[src/hw/rtl/smrs_pkg.sv]
// ----------------------------------------------------------------------------
// smrs_pkg
// Shared widths, operation codes, statistic numbers and stage types of the
// sparse matrix row statistics block.
// ----------------------------------------------------------------------------
package smrs_pkg;

  localparam int IDX_W  = 20;  // row and column index
  localparam int LEN_W  = 21;  // row lengths and row counters
  localparam int CNT_W  = 48;  // non-zero counters
  localparam int VAL_W  = 32;  // Q16.16 value
  localparam int SUM_W  = VAL_W + 8;  // off-diagonal magnitude sum
  localparam int DISC_W = VAL_W + 9;  // disc bounds
  localparam int SEL_W  = 5;
  localparam int STAT_W = 64;

  localparam logic [LEN_W-1:0] MAX_COLUMNS = LEN_W'(1) << IDX_W;
  localparam logic [LEN_W-1:0] LEN_MAX     = {LEN_W{1'b1}};
  localparam logic [CNT_W-1:0] CNT_MAX     = {CNT_W{1'b1}};
  localparam logic [LEN_W-1:0] LEN_MIN_RESET = MAX_COLUMNS + LEN_W'(1);

  localparam logic [VAL_W-1:0]  VAL_POS  = {1'b0, {(VAL_W-1){1'b1}}};
  localparam logic [VAL_W-1:0]  VAL_NEG  = {1'b1, {(VAL_W-1){1'b0}}};
  localparam logic [VAL_W-1:0]  MAG_INIT = {VAL_W{1'b1}};
  localparam logic [SUM_W-1:0]  SUM_MAX  = {SUM_W{1'b1}};
  localparam logic [DISC_W-1:0] DISC_POS = {1'b0, {(DISC_W-1){1'b1}}};
  localparam logic [DISC_W-1:0] DISC_NEG = {1'b1, {(DISC_W-1){1'b0}}};

  typedef enum logic [1:0] {
    OP_ENTRY     = 2'd0,
    OP_EMPTY_ROW = 2'd1,
    OP_READ      = 2'd2,
    OP_CLEAR     = 2'd3
  } op_t;

  localparam logic [SEL_W-1:0] ST_NZ_TOTAL      = 5'd0;
  localparam logic [SEL_W-1:0] ST_NZ_LEFT       = 5'd1;
  localparam logic [SEL_W-1:0] ST_NZ_RIGHT      = 5'd2;
  localparam logic [SEL_W-1:0] ST_ROW_LEN_MIN   = 5'd3;
  localparam logic [SEL_W-1:0] ST_ROW_LEN_MAX   = 5'd4;
  localparam logic [SEL_W-1:0] ST_ROW_LEFT_MAX  = 5'd5;
  localparam logic [SEL_W-1:0] ST_ROW_RIGHT_MAX = 5'd6;
  localparam logic [SEL_W-1:0] ST_EMPTY_ROWS    = 5'd7;
  localparam logic [SEL_W-1:0] ST_MISSING_DIAG  = 5'd8;
  localparam logic [SEL_W-1:0] ST_BAND_LEFT     = 5'd9;
  localparam logic [SEL_W-1:0] ST_BAND_RIGHT    = 5'd10;
  localparam logic [SEL_W-1:0] ST_VALUE_MIN     = 5'd11;
  localparam logic [SEL_W-1:0] ST_VALUE_MAX     = 5'd12;
  localparam logic [SEL_W-1:0] ST_SMALLEST_MAG  = 5'd13;
  localparam logic [SEL_W-1:0] ST_DIAG_MIN      = 5'd14;
  localparam logic [SEL_W-1:0] ST_DIAG_MAX      = 5'd15;
  localparam logic [SEL_W-1:0] ST_DIAG_MAG      = 5'd16;
  localparam logic [SEL_W-1:0] ST_DISC_LOW      = 5'd17;
  localparam logic [SEL_W-1:0] ST_DISC_HIGH     = 5'd18;
  localparam logic [SEL_W-1:0] ST_BANDWIDTH     = 5'd19;

  typedef struct packed {
    op_t              operation;
    logic [IDX_W-1:0] row_index;
    logic [IDX_W-1:0] column_index;
    logic [VAL_W-1:0] value;
    logic             last_in_row;
    logic [SEL_W-1:0] stat_select;
  } item_t;

  typedef struct packed {
    logic  valid;
    item_t item;
  } stage_t;

  typedef struct packed {
    logic              valid;
    logic [SEL_W-1:0]  stat_id;
    logic [STAT_W-1:0] stat_value;
  } result_t;

endpackage

[src/hw/rtl/smrs_in_if.sv]
// ----------------------------------------------------------------------------
// smrs_in_if
// Input item channel: operation, indices, value, row end mark, selection.
// ----------------------------------------------------------------------------
interface smrs_in_if;
  import smrs_pkg::*;

  logic                    valid;
  logic                    ready;
  logic [1:0]              operation;
  logic [IDX_W-1:0]        row_index;
  logic [IDX_W-1:0]        column_index;
  logic signed [VAL_W-1:0] value;
  logic                    last_in_row;
  logic [SEL_W-1:0]        stat_select;

  modport source (
    output valid, operation, row_index, column_index, value, last_in_row, stat_select,
    input  ready
  );
  modport sink (
    input  valid, operation, row_index, column_index, value, last_in_row, stat_select,
    output ready
  );
endinterface

[src/hw/rtl/smrs_out_if.sv]
// ----------------------------------------------------------------------------
// smrs_out_if
// Result item channel: statistic number and its value.
// ----------------------------------------------------------------------------
interface smrs_out_if;
  import smrs_pkg::*;

  logic                     valid;
  logic                     ready;
  logic [SEL_W-1:0]         stat_id;
  logic signed [STAT_W-1:0] stat_value;

  modport source (output valid, stat_id, stat_value, input ready);
  modport sink (input valid, stat_id, stat_value, output ready);
endinterface

[src/hw/rtl/smrs_cfg_if.sv]
// ----------------------------------------------------------------------------
// smrs_cfg_if
// Configuration write channel for the column count register.
// ----------------------------------------------------------------------------
interface smrs_cfg_if;
  import smrs_pkg::*;

  logic             valid;
  logic             ready;
  logic [LEN_W-1:0] data;

  modport source (output valid, data, input ready);
  modport sink (input valid, data, output ready);
endinterface

[src/hw/rtl/smrs_in_stage.sv]
// ----------------------------------------------------------------------------
// smrs_in_stage
// Input register. Holds one item until the statistics core takes it.
// ----------------------------------------------------------------------------
module smrs_in_stage (
  input  logic            clk,
  input  logic            rst_n,
  smrs_in_if.sink         in_ch,
  input  logic            fire,
  output smrs_pkg::stage_t s1
);
  import smrs_pkg::*;

  logic  valid_r;
  logic  valid_nxt;
  item_t item_r;
  logic  accept;

  // A held item that fires this cycle frees the register for the next one.
  assign in_ch.ready = !valid_r || fire;
  assign accept      = in_ch.valid && in_ch.ready;
  assign valid_nxt   = accept || (valid_r && !fire);

  always_ff @(posedge clk) begin
    if (!rst_n) begin
      valid_r <= 1'b0;
    end else begin
      valid_r <= valid_nxt;
    end
  end

  always_ff @(posedge clk) begin
    if (accept) begin
      item_r.operation    <= op_t'(in_ch.operation);
      item_r.row_index    <= in_ch.row_index;
      item_r.column_index <= in_ch.column_index;
      item_r.value        <= in_ch.value;
      item_r.last_in_row  <= in_ch.last_in_row;
      item_r.stat_select  <= in_ch.stat_select;
    end
  end

  assign s1.valid = valid_r;
  assign s1.item  = item_r;

endmodule

[src/hw/rtl/smrs_core.sv]
// ----------------------------------------------------------------------------
// smrs_core
// Statistics registers, their update and the read selection.
// Disc bounds of a closed row fold in the cycle after through a pending
// register; reads see the folded value at once.
// ----------------------------------------------------------------------------
module smrs_core (
  input  logic              clk,
  input  logic              rst_n,
  smrs_cfg_if.sink          cfg_ch,
  input  smrs_pkg::stage_t  s1,
  input  logic              out_can,
  output logic              fire,
  output smrs_pkg::result_t res
);
  import smrs_pkg::*;

  function automatic logic [LEN_W-1:0] inc_len(input logic [LEN_W-1:0] x);
    return (x == LEN_MAX) ? LEN_MAX : x + LEN_W'(1);
  endfunction

  function automatic logic [CNT_W-1:0] inc_cnt(input logic [CNT_W-1:0] x);
    return (x == CNT_MAX) ? CNT_MAX : x + CNT_W'(1);
  endfunction

  localparam logic signed [DISC_W:0] LIM_HI = {2'b00, {SUM_W{1'b1}}};
  localparam logic signed [DISC_W:0] LIM_LO = {2'b11, {SUM_W{1'b0}}};

  // Configuration.
  logic [LEN_W-1:0] col_cnt_r;
  logic [LEN_W-1:0] len_seed;

  // Statistics.
  logic [CNT_W-1:0]         nz_total_r, nz_total_nxt;
  logic [CNT_W-1:0]         nz_left_r, nz_left_nxt;
  logic [CNT_W-1:0]         nz_right_r, nz_right_nxt;
  logic [LEN_W-1:0]         row_len_min_r, row_len_min_nxt;
  logic [LEN_W-1:0]         row_len_max_r, row_len_max_nxt;
  logic [LEN_W-1:0]         row_left_max_r, row_left_max_nxt;
  logic [LEN_W-1:0]         row_right_max_r, row_right_max_nxt;
  logic [LEN_W-1:0]         empty_rows_r, empty_rows_nxt;
  logic [LEN_W-1:0]         missing_diag_r, missing_diag_nxt;
  logic [IDX_W-1:0]         band_left_r, band_left_nxt;
  logic [IDX_W-1:0]         band_right_r, band_right_nxt;
  logic signed [VAL_W-1:0]  value_min_r, value_min_nxt;
  logic signed [VAL_W-1:0]  value_max_r, value_max_nxt;
  logic [VAL_W-1:0]         small_mag_r, small_mag_nxt;
  logic signed [VAL_W-1:0]  diag_min_r, diag_min_nxt;
  logic signed [VAL_W-1:0]  diag_max_r, diag_max_nxt;
  logic [VAL_W-1:0]         diag_mag_r, diag_mag_nxt;
  logic signed [DISC_W-1:0] disc_low_r, disc_low_nxt;
  logic signed [DISC_W-1:0] disc_high_r, disc_high_nxt;

  // Open row accumulators.
  logic [LEN_W-1:0]         cur_len_r, cur_len_nxt;
  logic [LEN_W-1:0]         cur_left_r, cur_left_nxt;
  logic [LEN_W-1:0]         cur_right_r, cur_right_nxt;
  logic                     cur_seen_r, cur_seen_nxt;
  logic signed [VAL_W-1:0]  cur_diag_r, cur_diag_nxt;
  logic [SUM_W-1:0]         cur_sum_r, cur_sum_nxt;

  // Row closed in the previous cycle, waiting to fold into the disc bounds.
  logic                     pend_valid_r, pend_valid_nxt;
  logic signed [VAL_W-1:0]  pend_d_r, pend_d_nxt;
  logic [SUM_W-1:0]         pend_s_r, pend_s_nxt;

  // Item decode.
  logic                    is_entry, is_empty, is_read, is_clear, do_close;
  logic signed [VAL_W-1:0] val_s;
  logic [VAL_W-1:0]        mag;
  logic                    val_nz, col_left, col_right, col_diag;
  logic [IDX_W-1:0]        dist_left, dist_right;
  logic [SUM_W:0]          sum_add;
  logic [LEN_W-1:0]        len_new, left_new, right_new;
  logic                    seen_new;
  logic signed [VAL_W-1:0] diag_new;
  logic [SUM_W-1:0]        sum_new;
  logic [LEN_W-1:0]        cl_len, cl_left, cl_right;
  logic                    cl_seen;

  // Disc fold.
  logic signed [DISC_W:0]   disc_lo_raw, disc_hi_raw;
  logic signed [DISC_W-1:0] disc_lo, disc_hi;
  logic signed [DISC_W-1:0] disc_low_eff, disc_high_eff;

  logic [STAT_W-1:0] rd_value;

  assign cfg_ch.ready = 1'b1;

  always_ff @(posedge clk) begin
    if (!rst_n) begin
      col_cnt_r <= MAX_COLUMNS;
    end else if (cfg_ch.valid) begin
      col_cnt_r <= cfg_ch.data;
    end
  end

  assign len_seed = ((col_cnt_r > MAX_COLUMNS) ? MAX_COLUMNS : col_cnt_r) + LEN_W'(1);

  // Reads need the output register; everything else goes through at once.
  assign fire = s1.valid && (s1.item.operation != OP_READ || out_can);

  always_comb begin
    is_entry = 1'b0;
    is_empty = 1'b0;
    is_read  = 1'b0;
    is_clear = 1'b0;
    unique case (s1.item.operation)
      OP_ENTRY:     is_entry = fire;
      OP_EMPTY_ROW: is_empty = fire;
      OP_READ:      is_read  = fire;
      OP_CLEAR:     is_clear = fire;
    endcase
  end

  assign val_s     = $signed(s1.item.value);
  assign mag       = val_s[VAL_W-1] ? (~s1.item.value + VAL_W'(1)) : s1.item.value;
  assign val_nz    = (s1.item.value != '0);
  assign col_left  = (s1.item.column_index < s1.item.row_index);
  assign col_right = (s1.item.column_index > s1.item.row_index);
  assign col_diag  = (s1.item.column_index == s1.item.row_index);
  assign dist_left  = s1.item.row_index - s1.item.column_index;
  assign dist_right = s1.item.column_index - s1.item.row_index;

  // Row accumulators including the current entry.
  assign sum_add   = {1'b0, cur_sum_r} + {{(SUM_W+1-VAL_W){1'b0}}, mag};
  assign len_new   = inc_len(cur_len_r);
  assign left_new  = col_left ? inc_len(cur_left_r) : cur_left_r;
  assign right_new = col_right ? inc_len(cur_right_r) : cur_right_r;
  assign seen_new  = cur_seen_r || col_diag;
  assign diag_new  = col_diag ? val_s : cur_diag_r;
  assign sum_new   = col_diag ? cur_sum_r : (sum_add[SUM_W] ? SUM_MAX : sum_add[SUM_W-1:0]);

  // An empty row closes a row of length zero and leaves the open row alone.
  assign do_close = is_empty || (is_entry && s1.item.last_in_row);
  assign cl_len   = is_empty ? '0 : len_new;
  assign cl_left  = is_empty ? '0 : left_new;
  assign cl_right = is_empty ? '0 : right_new;
  assign cl_seen  = is_empty ? 1'b0 : seen_new;

  assign disc_lo_raw = $signed({{(DISC_W+1-VAL_W){pend_d_r[VAL_W-1]}}, pend_d_r}
                       - {{(DISC_W+1-SUM_W){1'b0}}, pend_s_r});
  assign disc_hi_raw = $signed({{(DISC_W+1-VAL_W){pend_d_r[VAL_W-1]}}, pend_d_r}
                       + {{(DISC_W+1-SUM_W){1'b0}}, pend_s_r});

  always_comb begin
    if (disc_lo_raw > LIM_HI) begin
      disc_lo = DISC_POS;
    end else if (disc_lo_raw < LIM_LO) begin
      disc_lo = DISC_NEG;
    end else begin
      disc_lo = disc_lo_raw[DISC_W-1:0];
    end
    if (disc_hi_raw > LIM_HI) begin
      disc_hi = DISC_POS;
    end else if (disc_hi_raw < LIM_LO) begin
      disc_hi = DISC_NEG;
    end else begin
      disc_hi = disc_hi_raw[DISC_W-1:0];
    end
  end

  assign disc_low_eff  = (pend_valid_r && disc_lo < disc_low_r) ? disc_lo : disc_low_r;
  assign disc_high_eff = (pend_valid_r && disc_hi > disc_high_r) ? disc_hi : disc_high_r;

  always_comb begin
    nz_total_r_hold: begin end
    nz_total_nxt      = nz_total_r;
    nz_left_nxt       = nz_left_r;
    nz_right_nxt      = nz_right_r;
    row_len_min_nxt   = row_len_min_r;
    row_len_max_nxt   = row_len_max_r;
    row_left_max_nxt  = row_left_max_r;
    row_right_max_nxt = row_right_max_r;
    empty_rows_nxt    = empty_rows_r;
    missing_diag_nxt  = missing_diag_r;
    band_left_nxt     = band_left_r;
    band_right_nxt    = band_right_r;
    value_min_nxt     = value_min_r;
    value_max_nxt     = value_max_r;
    small_mag_nxt     = small_mag_r;
    diag_min_nxt      = diag_min_r;
    diag_max_nxt      = diag_max_r;
    diag_mag_nxt      = diag_mag_r;
    disc_low_nxt      = disc_low_eff;
    disc_high_nxt     = disc_high_eff;
    cur_len_nxt       = cur_len_r;
    cur_left_nxt      = cur_left_r;
    cur_right_nxt     = cur_right_r;
    cur_seen_nxt      = cur_seen_r;
    cur_diag_nxt      = cur_diag_r;
    cur_sum_nxt       = cur_sum_r;
    pend_valid_nxt    = 1'b0;
    pend_d_nxt        = pend_d_r;
    pend_s_nxt        = pend_s_r;

    if (is_clear) begin
      nz_total_nxt      = '0;
      nz_left_nxt       = '0;
      nz_right_nxt      = '0;
      row_len_min_nxt   = len_seed;
      row_len_max_nxt   = '0;
      row_left_max_nxt  = '0;
      row_right_max_nxt = '0;
      empty_rows_nxt    = '0;
      missing_diag_nxt  = '0;
      band_left_nxt     = '0;
      band_right_nxt    = '0;
      value_min_nxt     = VAL_POS;
      value_max_nxt     = VAL_NEG;
      small_mag_nxt     = MAG_INIT;
      diag_min_nxt      = VAL_POS;
      diag_max_nxt      = VAL_NEG;
      diag_mag_nxt      = MAG_INIT;
      disc_low_nxt      = DISC_POS;
      disc_high_nxt     = DISC_NEG;
      cur_len_nxt       = '0;
      cur_left_nxt      = '0;
      cur_right_nxt     = '0;
      cur_seen_nxt      = 1'b0;
      cur_diag_nxt      = '0;
      cur_sum_nxt       = '0;
    end else begin
      if (is_entry) begin
        nz_total_nxt = inc_cnt(nz_total_r);
        if (col_left) begin
          nz_left_nxt = inc_cnt(nz_left_r);
          if (dist_left > band_left_r) begin
            band_left_nxt = dist_left;
          end
        end
        if (col_right) begin
          nz_right_nxt = inc_cnt(nz_right_r);
          if (dist_right > band_right_r) begin
            band_right_nxt = dist_right;
          end
        end
        if (val_s < value_min_r) begin
          value_min_nxt = val_s;
        end
        if (val_s > value_max_r) begin
          value_max_nxt = val_s;
        end
        if (val_nz && mag < small_mag_r) begin
          small_mag_nxt = mag;
        end
        if (col_diag) begin
          if (val_s < diag_min_r) begin
            diag_min_nxt = val_s;
          end
          if (val_s > diag_max_r) begin
            diag_max_nxt = val_s;
          end
          if (val_nz && mag < diag_mag_r) begin
            diag_mag_nxt = mag;
          end
        end
        if (s1.item.last_in_row) begin
          cur_len_nxt   = '0;
          cur_left_nxt  = '0;
          cur_right_nxt = '0;
          cur_seen_nxt  = 1'b0;
          cur_diag_nxt  = '0;
          cur_sum_nxt   = '0;
        end else begin
          cur_len_nxt   = len_new;
          cur_left_nxt  = left_new;
          cur_right_nxt = right_new;
          cur_seen_nxt  = seen_new;
          cur_diag_nxt  = diag_new;
          cur_sum_nxt   = sum_new;
        end
      end
      if (do_close) begin
        if (cl_len < row_len_min_r) begin
          row_len_min_nxt = cl_len;
        end
        if (cl_len > row_len_max_r) begin
          row_len_max_nxt = cl_len;
        end
        if (cl_left > row_left_max_r) begin
          row_left_max_nxt = cl_left;
        end
        if (cl_right > row_right_max_r) begin
          row_right_max_nxt = cl_right;
        end
        if (cl_len == '0) begin
          empty_rows_nxt = inc_len(empty_rows_r);
        end
        // A row without a diagonal entry counts its diagonal as zero.
        if (!cl_seen) begin
          missing_diag_nxt = inc_len(missing_diag_r);
          if (!diag_min_nxt[VAL_W-1]) begin
            diag_min_nxt = '0;
          end
          if (diag_max_nxt[VAL_W-1]) begin
            diag_max_nxt = '0;
          end
          diag_mag_nxt = '0;
        end
        pend_valid_nxt = 1'b1;
        pend_d_nxt     = cl_seen ? diag_new : '0;
        pend_s_nxt     = is_empty ? '0 : sum_new;
      end
    end
  end

  always_ff @(posedge clk) begin
    if (!rst_n) begin
      nz_total_r      <= '0;
      nz_left_r       <= '0;
      nz_right_r      <= '0;
      row_len_min_r   <= LEN_MIN_RESET;
      row_len_max_r   <= '0;
      row_left_max_r  <= '0;
      row_right_max_r <= '0;
      empty_rows_r    <= '0;
      missing_diag_r  <= '0;
      band_left_r     <= '0;
      band_right_r    <= '0;
      value_min_r     <= VAL_POS;
      value_max_r     <= VAL_NEG;
      small_mag_r     <= MAG_INIT;
      diag_min_r      <= VAL_POS;
      diag_max_r      <= VAL_NEG;
      diag_mag_r      <= MAG_INIT;
      disc_low_r      <= DISC_POS;
      disc_high_r     <= DISC_NEG;
      cur_len_r       <= '0;
      cur_left_r      <= '0;
      cur_right_r     <= '0;
      cur_seen_r      <= 1'b0;
      cur_diag_r      <= '0;
      cur_sum_r       <= '0;
      pend_valid_r    <= 1'b0;
    end else begin
      nz_total_r      <= nz_total_nxt;
      nz_left_r       <= nz_left_nxt;
      nz_right_r      <= nz_right_nxt;
      row_len_min_r   <= row_len_min_nxt;
      row_len_max_r   <= row_len_max_nxt;
      row_left_max_r  <= row_left_max_nxt;
      row_right_max_r <= row_right_max_nxt;
      empty_rows_r    <= empty_rows_nxt;
      missing_diag_r  <= missing_diag_nxt;
      band_left_r     <= band_left_nxt;
      band_right_r    <= band_right_nxt;
      value_min_r     <= value_min_nxt;
      value_max_r     <= value_max_nxt;
      small_mag_r     <= small_mag_nxt;
      diag_min_r      <= diag_min_nxt;
      diag_max_r      <= diag_max_nxt;
      diag_mag_r      <= diag_mag_nxt;
      disc_low_r      <= disc_low_nxt;
      disc_high_r     <= disc_high_nxt;
      cur_len_r       <= cur_len_nxt;
      cur_left_r      <= cur_left_nxt;
      cur_right_r     <= cur_right_nxt;
      cur_seen_r      <= cur_seen_nxt;
      cur_diag_r      <= cur_diag_nxt;
      cur_sum_r       <= cur_sum_nxt;
      pend_valid_r    <= pend_valid_nxt;
    end
  end

  always_ff @(posedge clk) begin
    pend_d_r <= pend_d_nxt;
    pend_s_r <= pend_s_nxt;
  end

  always_comb begin
    unique case (s1.item.stat_select)
      ST_NZ_TOTAL:      rd_value = {{(STAT_W-CNT_W){1'b0}}, nz_total_r};
      ST_NZ_LEFT:       rd_value = {{(STAT_W-CNT_W){1'b0}}, nz_left_r};
      ST_NZ_RIGHT:      rd_value = {{(STAT_W-CNT_W){1'b0}}, nz_right_r};
      ST_ROW_LEN_MIN:   rd_value = {{(STAT_W-LEN_W){1'b0}}, row_len_min_r};
      ST_ROW_LEN_MAX:   rd_value = {{(STAT_W-LEN_W){1'b0}}, row_len_max_r};
      ST_ROW_LEFT_MAX:  rd_value = {{(STAT_W-LEN_W){1'b0}}, row_left_max_r};
      ST_ROW_RIGHT_MAX: rd_value = {{(STAT_W-LEN_W){1'b0}}, row_right_max_r};
      ST_EMPTY_ROWS:    rd_value = {{(STAT_W-LEN_W){1'b0}}, empty_rows_r};
      ST_MISSING_DIAG:  rd_value = {{(STAT_W-LEN_W){1'b0}}, missing_diag_r};
      ST_BAND_LEFT:     rd_value = {{(STAT_W-IDX_W){1'b0}}, band_left_r};
      ST_BAND_RIGHT:    rd_value = {{(STAT_W-IDX_W){1'b0}}, band_right_r};
      ST_VALUE_MIN:     rd_value = {{(STAT_W-VAL_W){value_min_r[VAL_W-1]}}, value_min_r};
      ST_VALUE_MAX:     rd_value = {{(STAT_W-VAL_W){value_max_r[VAL_W-1]}}, value_max_r};
      ST_SMALLEST_MAG:  rd_value = {{(STAT_W-VAL_W){1'b0}}, small_mag_r};
      ST_DIAG_MIN:      rd_value = {{(STAT_W-VAL_W){diag_min_r[VAL_W-1]}}, diag_min_r};
      ST_DIAG_MAX:      rd_value = {{(STAT_W-VAL_W){diag_max_r[VAL_W-1]}}, diag_max_r};
      ST_DIAG_MAG:      rd_value = {{(STAT_W-VAL_W){1'b0}}, diag_mag_r};
      ST_DISC_LOW:      rd_value = {{(STAT_W-DISC_W){disc_low_eff[DISC_W-1]}}, disc_low_eff};
      ST_DISC_HIGH:     rd_value = {{(STAT_W-DISC_W){disc_high_eff[DISC_W-1]}}, disc_high_eff};
      ST_BANDWIDTH:     rd_value = {{(STAT_W-IDX_W){1'b0}},
                                    (band_left_r > band_right_r) ? band_left_r : band_right_r};
      default:          rd_value = '0;
    endcase
  end

  assign res.valid      = is_read;
  assign res.stat_id    = s1.item.stat_select;
  assign res.stat_value = rd_value;

`ifndef SYNTHESIS
  // Every left or right entry also counts in the total, which saturates first.
  a_total_covers_sides: assert property (@(posedge clk) disable iff (!rst_n)
    nz_total_r >= nz_left_r && nz_total_r >= nz_right_r)
    else $error("non-zero total below a side count");

  a_row_covers_sides: assert property (@(posedge clk) disable iff (!rst_n)
    cur_len_r >= cur_left_r && cur_len_r >= cur_right_r)
    else $error("open row length below a side count");

  a_pending_after_close: assert property (@(posedge clk) disable iff (!rst_n)
    pend_valid_r |-> $past(do_close))
    else $error("disc fold pending without a row close");

  a_clear_resets: assert property (@(posedge clk) disable iff (!rst_n)
    is_clear |=> nz_total_r == '0 && !pend_valid_r && cur_len_r == '0
                 && disc_low_r == DISC_POS)
    else $error("clear left statistics behind");

  a_read_needs_slot: assert property (@(posedge clk) disable iff (!rst_n)
    res.valid |-> out_can)
    else $error("read result issued with the output register full");
`endif

endmodule

[src/hw/rtl/smrs_out_stage.sv]
// ----------------------------------------------------------------------------
// smrs_out_stage
// Result register between the statistics core and the result channel.
// ----------------------------------------------------------------------------
module smrs_out_stage (
  input  logic              clk,
  input  logic              rst_n,
  input  smrs_pkg::result_t res,
  output logic              out_can,
  smrs_out_if.source        out_ch
);
  import smrs_pkg::*;

  logic              valid_r;
  logic              valid_nxt;
  logic [SEL_W-1:0]  id_r;
  logic [STAT_W-1:0] value_r;

  // The register can take a new result when empty or emptying this cycle.
  assign out_can   = !valid_r || out_ch.ready;
  assign valid_nxt = res.valid || (valid_r && !out_ch.ready);

  always_ff @(posedge clk) begin
    if (!rst_n) begin
      valid_r <= 1'b0;
    end else begin
      valid_r <= valid_nxt;
    end
  end

  always_ff @(posedge clk) begin
    if (res.valid) begin
      id_r    <= res.stat_id;
      value_r <= res.stat_value;
    end
  end

  assign out_ch.valid      = valid_r;
  assign out_ch.stat_id    = id_r;
  assign out_ch.stat_value = value_r;

endmodule

[src/hw/rtl/sparse_matrix_row_statistics.sv]
// ----------------------------------------------------------------------------
// sparse_matrix_row_statistics
// Running statistics over a sparse matrix streamed row by row.
//
//   channel  direction  handshake      payload
//   in_ch    sink       valid/ready    operation, row_index, column_index,
//                                      value, last_in_row, stat_select
//   out_ch   source     valid/ready    stat_id, stat_value
//   cfg_ch   sink       valid/ready    data (column_count)
//
// One item is taken per cycle unless a read waits on a stalled out_ch;
// items pass the input register, and read results the output register.
// cfg_ch is always ready. Reset is synchronous and restores column_count
// and all statistics. A stalled out_ch holds back only reads; entries,
// empty rows and clears keep flowing past a waiting result.
// ----------------------------------------------------------------------------
module sparse_matrix_row_statistics (
  input  logic       clk,
  input  logic       rst_n,
  smrs_in_if.sink    in_ch,
  smrs_out_if.source out_ch,
  smrs_cfg_if.sink   cfg_ch
);
  import smrs_pkg::*;

  stage_t  s1;
  result_t res;
  logic    fire;
  logic    out_can;

  smrs_in_stage u_in_stage (
    .clk   (clk),
    .rst_n (rst_n),
    .in_ch (in_ch),
    .fire  (fire),
    .s1    (s1)
  );

  smrs_core u_core (
    .clk     (clk),
    .rst_n   (rst_n),
    .cfg_ch  (cfg_ch),
    .s1      (s1),
    .out_can (out_can),
    .fire    (fire),
    .res     (res)
  );

  smrs_out_stage u_out_stage (
    .clk     (clk),
    .rst_n   (rst_n),
    .res     (res),
    .out_can (out_can),
    .out_ch  (out_ch)
  );

endmodule
[src/flat_wrapper.sv]
// flat-port wrapper written by rule: the top's interface ports become plain ports
module sparse_matrix_row_statistics_flat import smrs_pkg::*;
  (clk, rst_n, in_ch_valid, in_ch_operation, in_ch_row_index, in_ch_column_index, in_ch_value, in_ch_last_in_row, in_ch_stat_select, in_ch_ready, out_ch_valid, out_ch_stat_id, out_ch_stat_value, out_ch_ready, cfg_ch_valid, cfg_ch_data, cfg_ch_ready);
  smrs_in_if in_ch_i ();
  smrs_out_if out_ch_i ();
  smrs_cfg_if cfg_ch_i ();
  input  logic clk;
  input  logic rst_n;
  input wire logic [$bits(in_ch_i.valid)-1:0] in_ch_valid;
  input wire logic [$bits(in_ch_i.operation)-1:0] in_ch_operation;
  input wire logic [$bits(in_ch_i.row_index)-1:0] in_ch_row_index;
  input wire logic [$bits(in_ch_i.column_index)-1:0] in_ch_column_index;
  input wire logic [$bits(in_ch_i.value)-1:0] in_ch_value;
  input wire logic [$bits(in_ch_i.last_in_row)-1:0] in_ch_last_in_row;
  input wire logic [$bits(in_ch_i.stat_select)-1:0] in_ch_stat_select;
  output wire logic [$bits(in_ch_i.ready)-1:0] in_ch_ready;
  output wire logic [$bits(out_ch_i.valid)-1:0] out_ch_valid;
  output wire logic [$bits(out_ch_i.stat_id)-1:0] out_ch_stat_id;
  output wire logic [$bits(out_ch_i.stat_value)-1:0] out_ch_stat_value;
  input wire logic [$bits(out_ch_i.ready)-1:0] out_ch_ready;
  input wire logic [$bits(cfg_ch_i.valid)-1:0] cfg_ch_valid;
  input wire logic [$bits(cfg_ch_i.data)-1:0] cfg_ch_data;
  output wire logic [$bits(cfg_ch_i.ready)-1:0] cfg_ch_ready;
  assign in_ch_i.valid = in_ch_valid;
  assign in_ch_i.operation = in_ch_operation;
  assign in_ch_i.row_index = in_ch_row_index;
  assign in_ch_i.column_index = in_ch_column_index;
  assign in_ch_i.value = in_ch_value;
  assign in_ch_i.last_in_row = in_ch_last_in_row;
  assign in_ch_i.stat_select = in_ch_stat_select;
  assign in_ch_ready = in_ch_i.ready;
  assign out_ch_valid = out_ch_i.valid;
  assign out_ch_stat_id = out_ch_i.stat_id;
  assign out_ch_stat_value = out_ch_i.stat_value;
  assign out_ch_i.ready = out_ch_ready;
  assign cfg_ch_i.valid = cfg_ch_valid;
  assign cfg_ch_i.data = cfg_ch_data;
  assign cfg_ch_ready = cfg_ch_i.ready;
  sparse_matrix_row_statistics u_core (.clk(clk), .rst_n(rst_n), .in_ch(in_ch_i), .out_ch(out_ch_i), .cfg_ch(cfg_ch_i));
endmodule
[config.mk]
export PLATFORM = sky130hd
export DESIGN_NAME = sparse_matrix_row_statistics_flat
export DESIGN_NICKNAME = d
export VERILOG_FILES = /design/src/hw/rtl/smrs_pkg.sv /design/src/hw/rtl/smrs_in_if.sv /design/src/hw/rtl/smrs_out_if.sv /design/src/hw/rtl/smrs_cfg_if.sv /design/src/hw/rtl/smrs_in_stage.sv /design/src/hw/rtl/smrs_core.sv /design/src/hw/rtl/smrs_out_stage.sv /design/src/hw/rtl/sparse_matrix_row_statistics.sv /design/src/flat_wrapper.sv
export SDC_FILE = /design/constraint.sdc
export NUM_CORES = 2
export LEC_CHECK = 0
export BUFFER_PORTS_ARGS = -buffer_cell sky130_fd_sc_hd__buf_2
export CAP_MARGIN = 15
export CORE_AREA = 10 10 437 439
export DETAILED_ROUTE_END_ITERATION = 8
export DIE_AREA = 0 0 447 449
export PLACE_DENSITY_LB_ADDON = 0.15
export SLEW_MARGIN = 20
export SYNTH_ARGS = -nofsm -noshare
export SYNTH_HDL_FRONTEND = slang
export SYNTH_HIERARCHICAL = 1
export SYNTH_SLANG_ARGS = --single-unit
[constraint.sdc]
create_clock -name clk -period 18.89 [get_ports clk]
set_input_delay 0 -clock clk [delete_from_list [all_inputs] [get_ports clk]]
set_output_delay 0 -clock clk [all_outputs]
set_load 0.01 [all_outputs]
# ---- Yosys cells after proc, flatten, opt, wreduce, memory -nomap -nowiden
# Cells that the tools add are included.
dict set report word_totals {
  out_inout_bits 72
  ff_bits 965
  input_bits 106
}
dict set report classes {
  n_eq_ne 32
  bitwise_logic 4
  n_lt_le_gt_ge 22
  muxes 60
  reduce_logical 41
  add_sub_neg 15
}
# op count
set op_table {}
lappend op_table {{64-bit one-hot mux with 20 select lines} 1}
lappend op_table {{32-bit two-way mux} 21}
lappend op_table {{21-bit two-way mux} 17}
lappend op_table {{41-bit two-way mux} 6}
lappend op_table {{48-bit by 1-bit adder with 48-bit output (second input constant)} 3}
lappend op_table {{48-bit == test (second input constant)} 3}
lappend op_table {{48-bit two-way mux} 3}
lappend op_table {{32-bit < comparator} 4}
lappend op_table {{21-bit by 1-bit adder with 21-bit output (second input constant)} 6}
lappend op_table {{40-bit two-way mux} 3}
lappend op_table {{21-bit == test (second input constant)} 5}
lappend op_table {{42-bit by 41-bit greater-than comparator with 1-bit output (second input constant)} 2}
lappend op_table {{42-bit by 41-bit < comparator with 1-bit output (second input constant)} 2}
lappend op_table {{20-bit greater-than comparator} 4}
lappend op_table {{32-bit greater-than comparator} 2}
lappend op_table {{21-bit greater-than comparator} 3}
lappend op_table {{32-bit by 41-bit adder with 42-bit output} 1}
lappend op_table {{32-bit by 41-bit subtractor with 42-bit output} 1}
lappend op_table {{40-bit by 32-bit adder with 41-bit output} 1}
lappend op_table {{41-bit greater-than comparator} 1}
lappend op_table {{41-bit < comparator} 1}
lappend op_table {{5-bit by 4-bit == test with 1-bit output (second input constant)} 8}
lappend op_table {{20-bit subtractor} 2}
lappend op_table {{32-bit by 1-bit adder with 32-bit output (second input constant)} 1}
lappend op_table {{other kinds (27)} 73}

# ---- Longest topological paths before layout
dict set report depth {
  ltp_word 10
  mapped_depth 30
  depth_no_buf 27
}

# ---- By module
# The synthesis kept the hierarchy.
# mod cells_per_inst instances area_each_um2 seq_area_each_um2
set modules_own_cells {}
lappend modules_own_cells {smrs_core 7340 1 58656.3 17016.3}
lappend modules_own_cells {smrs_in_stage 86 1 2467.4 2422.3}
lappend modules_own_cells {smrs_out_stage 73 1 2120.8 2092.0}

# ---- Least setup slack after synthesis
# No wires, ideal clock.
dict set report synth_timing {
  path_kind {register to register}
  start {register u_core.u_core.pend_d_r[31]}
  end {register u_core.u_out_stage.value_r[30], in the netlist u_core/u_out_stage/out_ch.stat_value[30], data pin}
  setup_time_ps 259
  path_stages_with_launch 28
  setup_slack_ps 12345
  synth_period_minus_slack_ps 6545
  path_buffers 6
  t_required_ps 18631
  t_arrival_ps 6286
  cell_sequence {edfxtp_1 clkbuf_1 inv_1 ha_1 clkbuf_1 nor4b_1 nand2_1 o22ai_1 or2_1 a2111o_1 o211a_1 buf_6 nor2_1 buf_2 buf_2 a21oi_1 ha_1 nand4_1 or2_2 nor3_1 o211a_1 a21oi_1 o211a_1 a211oi_1 nor2_1 clkbuf_1 a221o_1 a211o_1}
}
# item line_no
set synth_rtl {}
lappend synth_rtl {{from (decl)} smrs_core.sv:64} ;# logic signed [VAL_W-1:0] pend_d_r, pend_d_nxt;
lappend synth_rtl {{from (signal assigned)} smrs_core.sv:367} ;# pend_d_r <= pend_d_nxt;
lappend synth_rtl {{to (signal assigned)} smrs_out_stage.sv:34} ;# value_r <= res.stat_value;
lappend synth_rtl {{to (decl)} smrs_out_stage.sv:17} ;# logic [STAT_W-1:0] value_r;

# ---- Worst setup path in the final report
dict set report layout_timing {
  start {register u_core.u_core.pend_d_r[31]}
  end {register u_core.u_out_stage.value_r[49], in the netlist u_core/u_out_stage/out_ch.stat_value[49], data pin}
}
dict set report layout_between {
  elab_chain_len 8
  word_cells_on_any_way 17
  classes_between {add/sub (2); order compare (6); mux (7); reduce/logical (2)}
}
# item line_no
set layout_rtl {}
lappend layout_rtl {{32-bit by 41-bit adder with 42-bit output / 32-bit by 41-bit subtractor with 42-bit output (equally long branches)} {smrs_core.sv:144, smrs_core.sv:142}}
lappend layout_rtl {{42-bit by 41-bit < comparator with 1-bit output, on equally long branches} {smrs_core.sv:156, smrs_core.sv:149}}
lappend layout_rtl {{41-bit two-way mux, on equally long branches} {smrs_core.sv:156, smrs_core.sv:149}}
lappend layout_rtl {{41-bit two-way mux, on equally long branches} {smrs_core.sv:154, smrs_core.sv:147}}
lappend layout_rtl {{41-bit greater-than comparator / 41-bit < comparator (equally long branches)} {smrs_core.sv:164, smrs_core.sv:163}}
lappend layout_rtl {{1-bit logical AND, on equally long branches} {smrs_core.sv:164, smrs_core.sv:163}}
lappend layout_rtl {{41-bit two-way mux, on equally long branches} {smrs_core.sv:164, smrs_core.sv:163}}
lappend layout_rtl {{64-bit one-hot mux with 20 select lines *} smrs_core.sv:372} ;# unique case (s1.item.stat_select)
# Every way passes the cells marked *; elsewhere a longest branch is shown, timed or not.
# A chain may end at the register's enable or synchronous reset.

==> impl_metrics.env <==
export IMPL_status="completed"
export IMPL_hold_path_class="in -> reg"
export IMPL_io_pin_count=178
export IMPL_max_cap_violations=0
export IMPL_timing_hold_worst_path_depth=2
export IMPL_cts_hold_buf=230
export IMPL_avgViaCountPerCell=5.78
export IMPL_number_of_antenna_violations_at_the_first_check_in_global_routing=14
export IMPL_timing_final_hold_violations=0
export IMPL_sequential_area_share_after_synthesis=0.340
export IMPL_crit_path_cell_trace="buf_4 -> ha_1 -> or3_1 -> nor4_1 -> inv_1 -> a221oi_1 -> a211oi_1 -> a311oi_4 -> buf_4 -> nand2_1 -> buf_4 -> a21oi_1 -> ha_1 -> nand4_1 -> nor4_1 -> a221oi_1 -> o21a_1 -> o211a_1 -> a211o_1 -> nand2_1 -> o21ai_1 -> a221oi_2 -> nand2_1"
export IMPL_power_uw=5460
export IMPL_reg2reg_depth=23
export IMPL_max_freq_ghz=0.123
export IMPL_tightest_slew_ns=1.36
export IMPL_die_height_um=449
export IMPL_multi_input_area_mm2=0.0379
export IMPL_crit_path_max_incr_delay_ns=0.64
export IMPL_critPathArrivalTime_ns=8.50
export IMPL_synthCells=7499
export IMPL_cts_max_level=3
export IMPL_num_vias=59000
export IMPL_timing_max_slew_rel_slack=0.0880
export IMPL_mostFrequentLayoutCells="744 x sky130_fd_sc_hd__dfxtp_1, 650 x sky130_fd_sc_hd__nor2_1, 604 x sky130_fd_sc_hd__a21oi_1"
export IMPL_period_share=0.430
export IMPL_power_per_cell_area_mw_per_mm2=74.9
export IMPL_tns_ns=0
export IMPL_clock_latency_ns=0.80
export IMPL_timing_critical_path_fanout_max=27
export IMPL_slew_viol_final=0
export IMPL_detail_route_wirelength_um=265000
export IMPL_floorplan_rows=157
export IMPL_synth_largest_area_cell="sky130_fd_sc_hd__dfxtp_1"
export IMPL_area_growth_syn_to_layout_pct=15.4
export IMPL_synth_fp_nets=8184
export IMPL_nets=8402
export IMPL_cts_post_setup_buffers_inserted=0
export IMPL_syn_mean_instance_area_um2=8.43
export IMPL_final_fill_count=18500
export IMPL_cts_resized=0
export IMPL_sequential_standard_cell_area_mm2=0.0215
export IMPL_seq_cells_post_synth=965
export IMPL_mappedNetlistArea_mm2=0.0632
export IMPL_dr_pass1_iters=9
export IMPL_drt_drc_violations_left=0
export IMPL_dieWidth_um=447
export IMPL_drive_above_1_share=0.0843
export IMPL_floorplan_initialDensity=0.347
export IMPL_worstHoldEndpoint="u_core/u_in_stage/s1[6]"
export IMPL_post_place_ws_ns=10.86
export IMPL_post_dp_hpwl_um=203000
export IMPL_globalRoute_totalOverflow=0
export IMPL_wl_per_cell_um=26.0
export IMPL_power_leakage_uw=0.0308
export IMPL_setup_reg_to_reg_worst_slack_ns=10.77
export IMPL_layout_cells_most_common="sky130_fd_sc_hd__dfxtp_1"
export IMPL_drt_iter0_markers=5573
export IMPL_placement_io_buffers=176
export IMPL_setup_viol=0
export IMPL_timing_final_ws_setup_ns=10.77
export IMPL_asyncSetResetFlopFracSynth=0
export IMPL_timing_final_crit_period_ns=8.12
export IMPL_cts_buffer_depth=3
export IMPL_timing_critical_path_slowest_stage_cell="sky130_fd_sc_hd__a221oi_2"
export IMPL_clk_root_buffer_cell="sky130_fd_sc_hd__clkbuf_16"
export IMPL_hold_slack_ns=0.0431
export IMPL_vdd_ir_drop_max_mv=0.0781
export IMPL_clkTransAtPathRegs_ns=0.06
export IMPL_worst_setup_path_type="reg -> reg"
export IMPL_number_of_buffers_added_by_the_clock_tree_synthesis_step=117
export IMPL_cts_tree="built"
export IMPL_worst_clock_skew_ns=0.0397
export IMPL_rsz_0062_raised_after_global_routing="false"
export IMPL_grt_pass1_vias=55600
export IMPL_place_gp_congestion=0.995
export IMPL_synth_top_cells_by_area="sky130_fd_sc_hd__dfxtp_1 24%, sky130_fd_sc_hd__ha_1 11%, sky130_fd_sc_hd__edfxtp_1 10%"
export IMPL_timing_critical_path_required_ns=19.27
export IMPL_grt_first_pass_wirelength_um=386000
export IMPL_netlist_cell_types=112
export IMPL_design_core_area_mm2=0.182
export IMPL_clock_sinks=965
export IMPL_synth_top_area_share=0.236
export IMPL_maximum_number_of_pins_on_one_net_before_global_route_repair=93
export IMPL_synth_enable_flop_cells=221
export IMPL_track_usage=0.253
export IMPL_critical_path_endpoint_type="register"
export IMPL_worstHoldStart="in_ch_value[0]"
export IMPL_startpoint_type="register"
export IMPL_yosysWarningCount=6
export IMPL_worst_r2r_start="u_core/u_core/pend_d_r[31]"
export IMPL_critical_path_reg2reg_endpoint="u_core/u_out_stage/out_ch.stat_value[49]"
export IMPL_postRouteAntennaNets=0
export IMPL_design_die_area_mm2=0.201
export IMPL_synth_ff_type="sky130_fd_sc_hd__dfxtp_1"
## report_power, final
group	internal, uW	switching [uW]
combinational	316	560
sequential	2170	53.4
clock	1370	1000
total	3850	1610
## Yosys cell counts (all sizes together) (49+ instances only)
cell	count
dfxtp	744
a221oi	59
mux2i	291
xnor2	181
nand2	524
o211ai	86
a22oi	145
edfxtp	221
a31oi	77
a211oi	66
inv	586
nor2b	63
xor2	159
nand3	247
nand4	145
o21ai	338
ha	574
clkbuf	353
buf	113
a21oi	609
nor4	49
nor2	671
a22o	58
nor3	171
o21a	58
a21o	186
nand2b	53
and3	104
## worst max-delay path by stage
stage,startpoint,end,slack (ns)
detailed placement,u_core/u_core/pend_d_r[31],u_core/u_out_stage/out_ch.stat_value[48],10.86
global route,u_core/u_core/pend_d_r[14],u_core/u_out_stage/out_ch.stat_value[49],10.16
finish,u_core/u_core/pend_d_r[31],u_core/u_out_stage/out_ch.stat_value[49],10.77
floorplan,u_core/u_core/pend_d_r[31],u_core/u_out_stage/out_ch.stat_value[30],12.35
CTS,u_core/u_core/pend_d_r[31],u_core/u_out_stage/out_ch.stat_value[49],10.82
global placement,u_core/u_core/pend_d_r[31],u_core/u_out_stage/out_ch.stat_value[30],11.09
## cells by family after synthesis
| group | Yosys count | synth area share |
|---|---|---|
| and+or+nand+nor | 2191 | 0.165 |
| AOI/OAI and AO/OA | 2062 | 0.217 |
| adders and majority gates | 594 | 0.118 |
| muxes | 292 | 0.0463 |
| other | 1 | 0.0000593 |
| buffers and inverters | 1054 | 0.0659 |
| DFF | 965 | 0.340 |
| xor gates and xnor gates | 340 | 0.0471 |
## metrics by stage
step	cells	cell area, um2	utilization
6_report	10200	73000	0.400
5_1_grt	10200	73000	0.400
4_1_cts	10200	72900	0.400
3_5_place_dp	9753	66600	0.366
3_3_place_gp	9752	66600	0.365
2_1_floorplan	7499	63200	-
## critical path, delay by kind of cell, from the launching register on
family / cells / cell delay [ns]
compound gates: 10 / 3.15
fa+ha+maj: 2 / 0.61
flops: 1 / 0.36
buf+inv: 4 / 1.07
simple gates: 7 / 2.45
## area by class of cell
type,count,share of cell area
Timing Repair Buffer,565,0.0600
Multi-Input combinational cell,5480,0.519
Clock buffer,170,0.0467
Tap cell,2385,0.0409
Clock inverter,53,0.00816
Antenna cell,8,0.000274
Inverter,588,0.0302
Sequential cell,965,0.295
## routing by layer
layer  vias up  part of all wire  track usage
met1     28700              0.43        0.330
met2      2198              0.45        0.406
met3       490             0.066       0.0428
met4        10             0.055        0.117
li1      27600                 -            -
met5         -           0.00028            0
## sequential cells by signal (all words and copies together) (netlist names), 32 cells and up
name / count
u_core/u_core/diag_min_r: 32
u_core/u_core/nz_left_r: 48
u_core/u_core/cur_sum_r: 40
u_core/u_in_stage/s1: 80
u_core/u_core/pend_s_r: 40
u_core/u_core/nz_total_r: 48
u_core/u_core/diag_mag_r: 32
u_core/u_core/cur_diag_r: 32
u_core/u_core/diag_max_r: 32
u_core/u_core/disc_high_r: 41
u_core/u_core/nz_right_r: 48
u_core/u_core/pend_d_r: 32
u_core/u_out_stage/out_ch.stat_value: 64
u_core/u_core/value_max_r: 32
u_core/u_core/disc_low_r: 41
u_core/u_core/small_mag_r: 32
u_core/u_core/value_min_r: 32
Power figures use the tool's default switching activity.
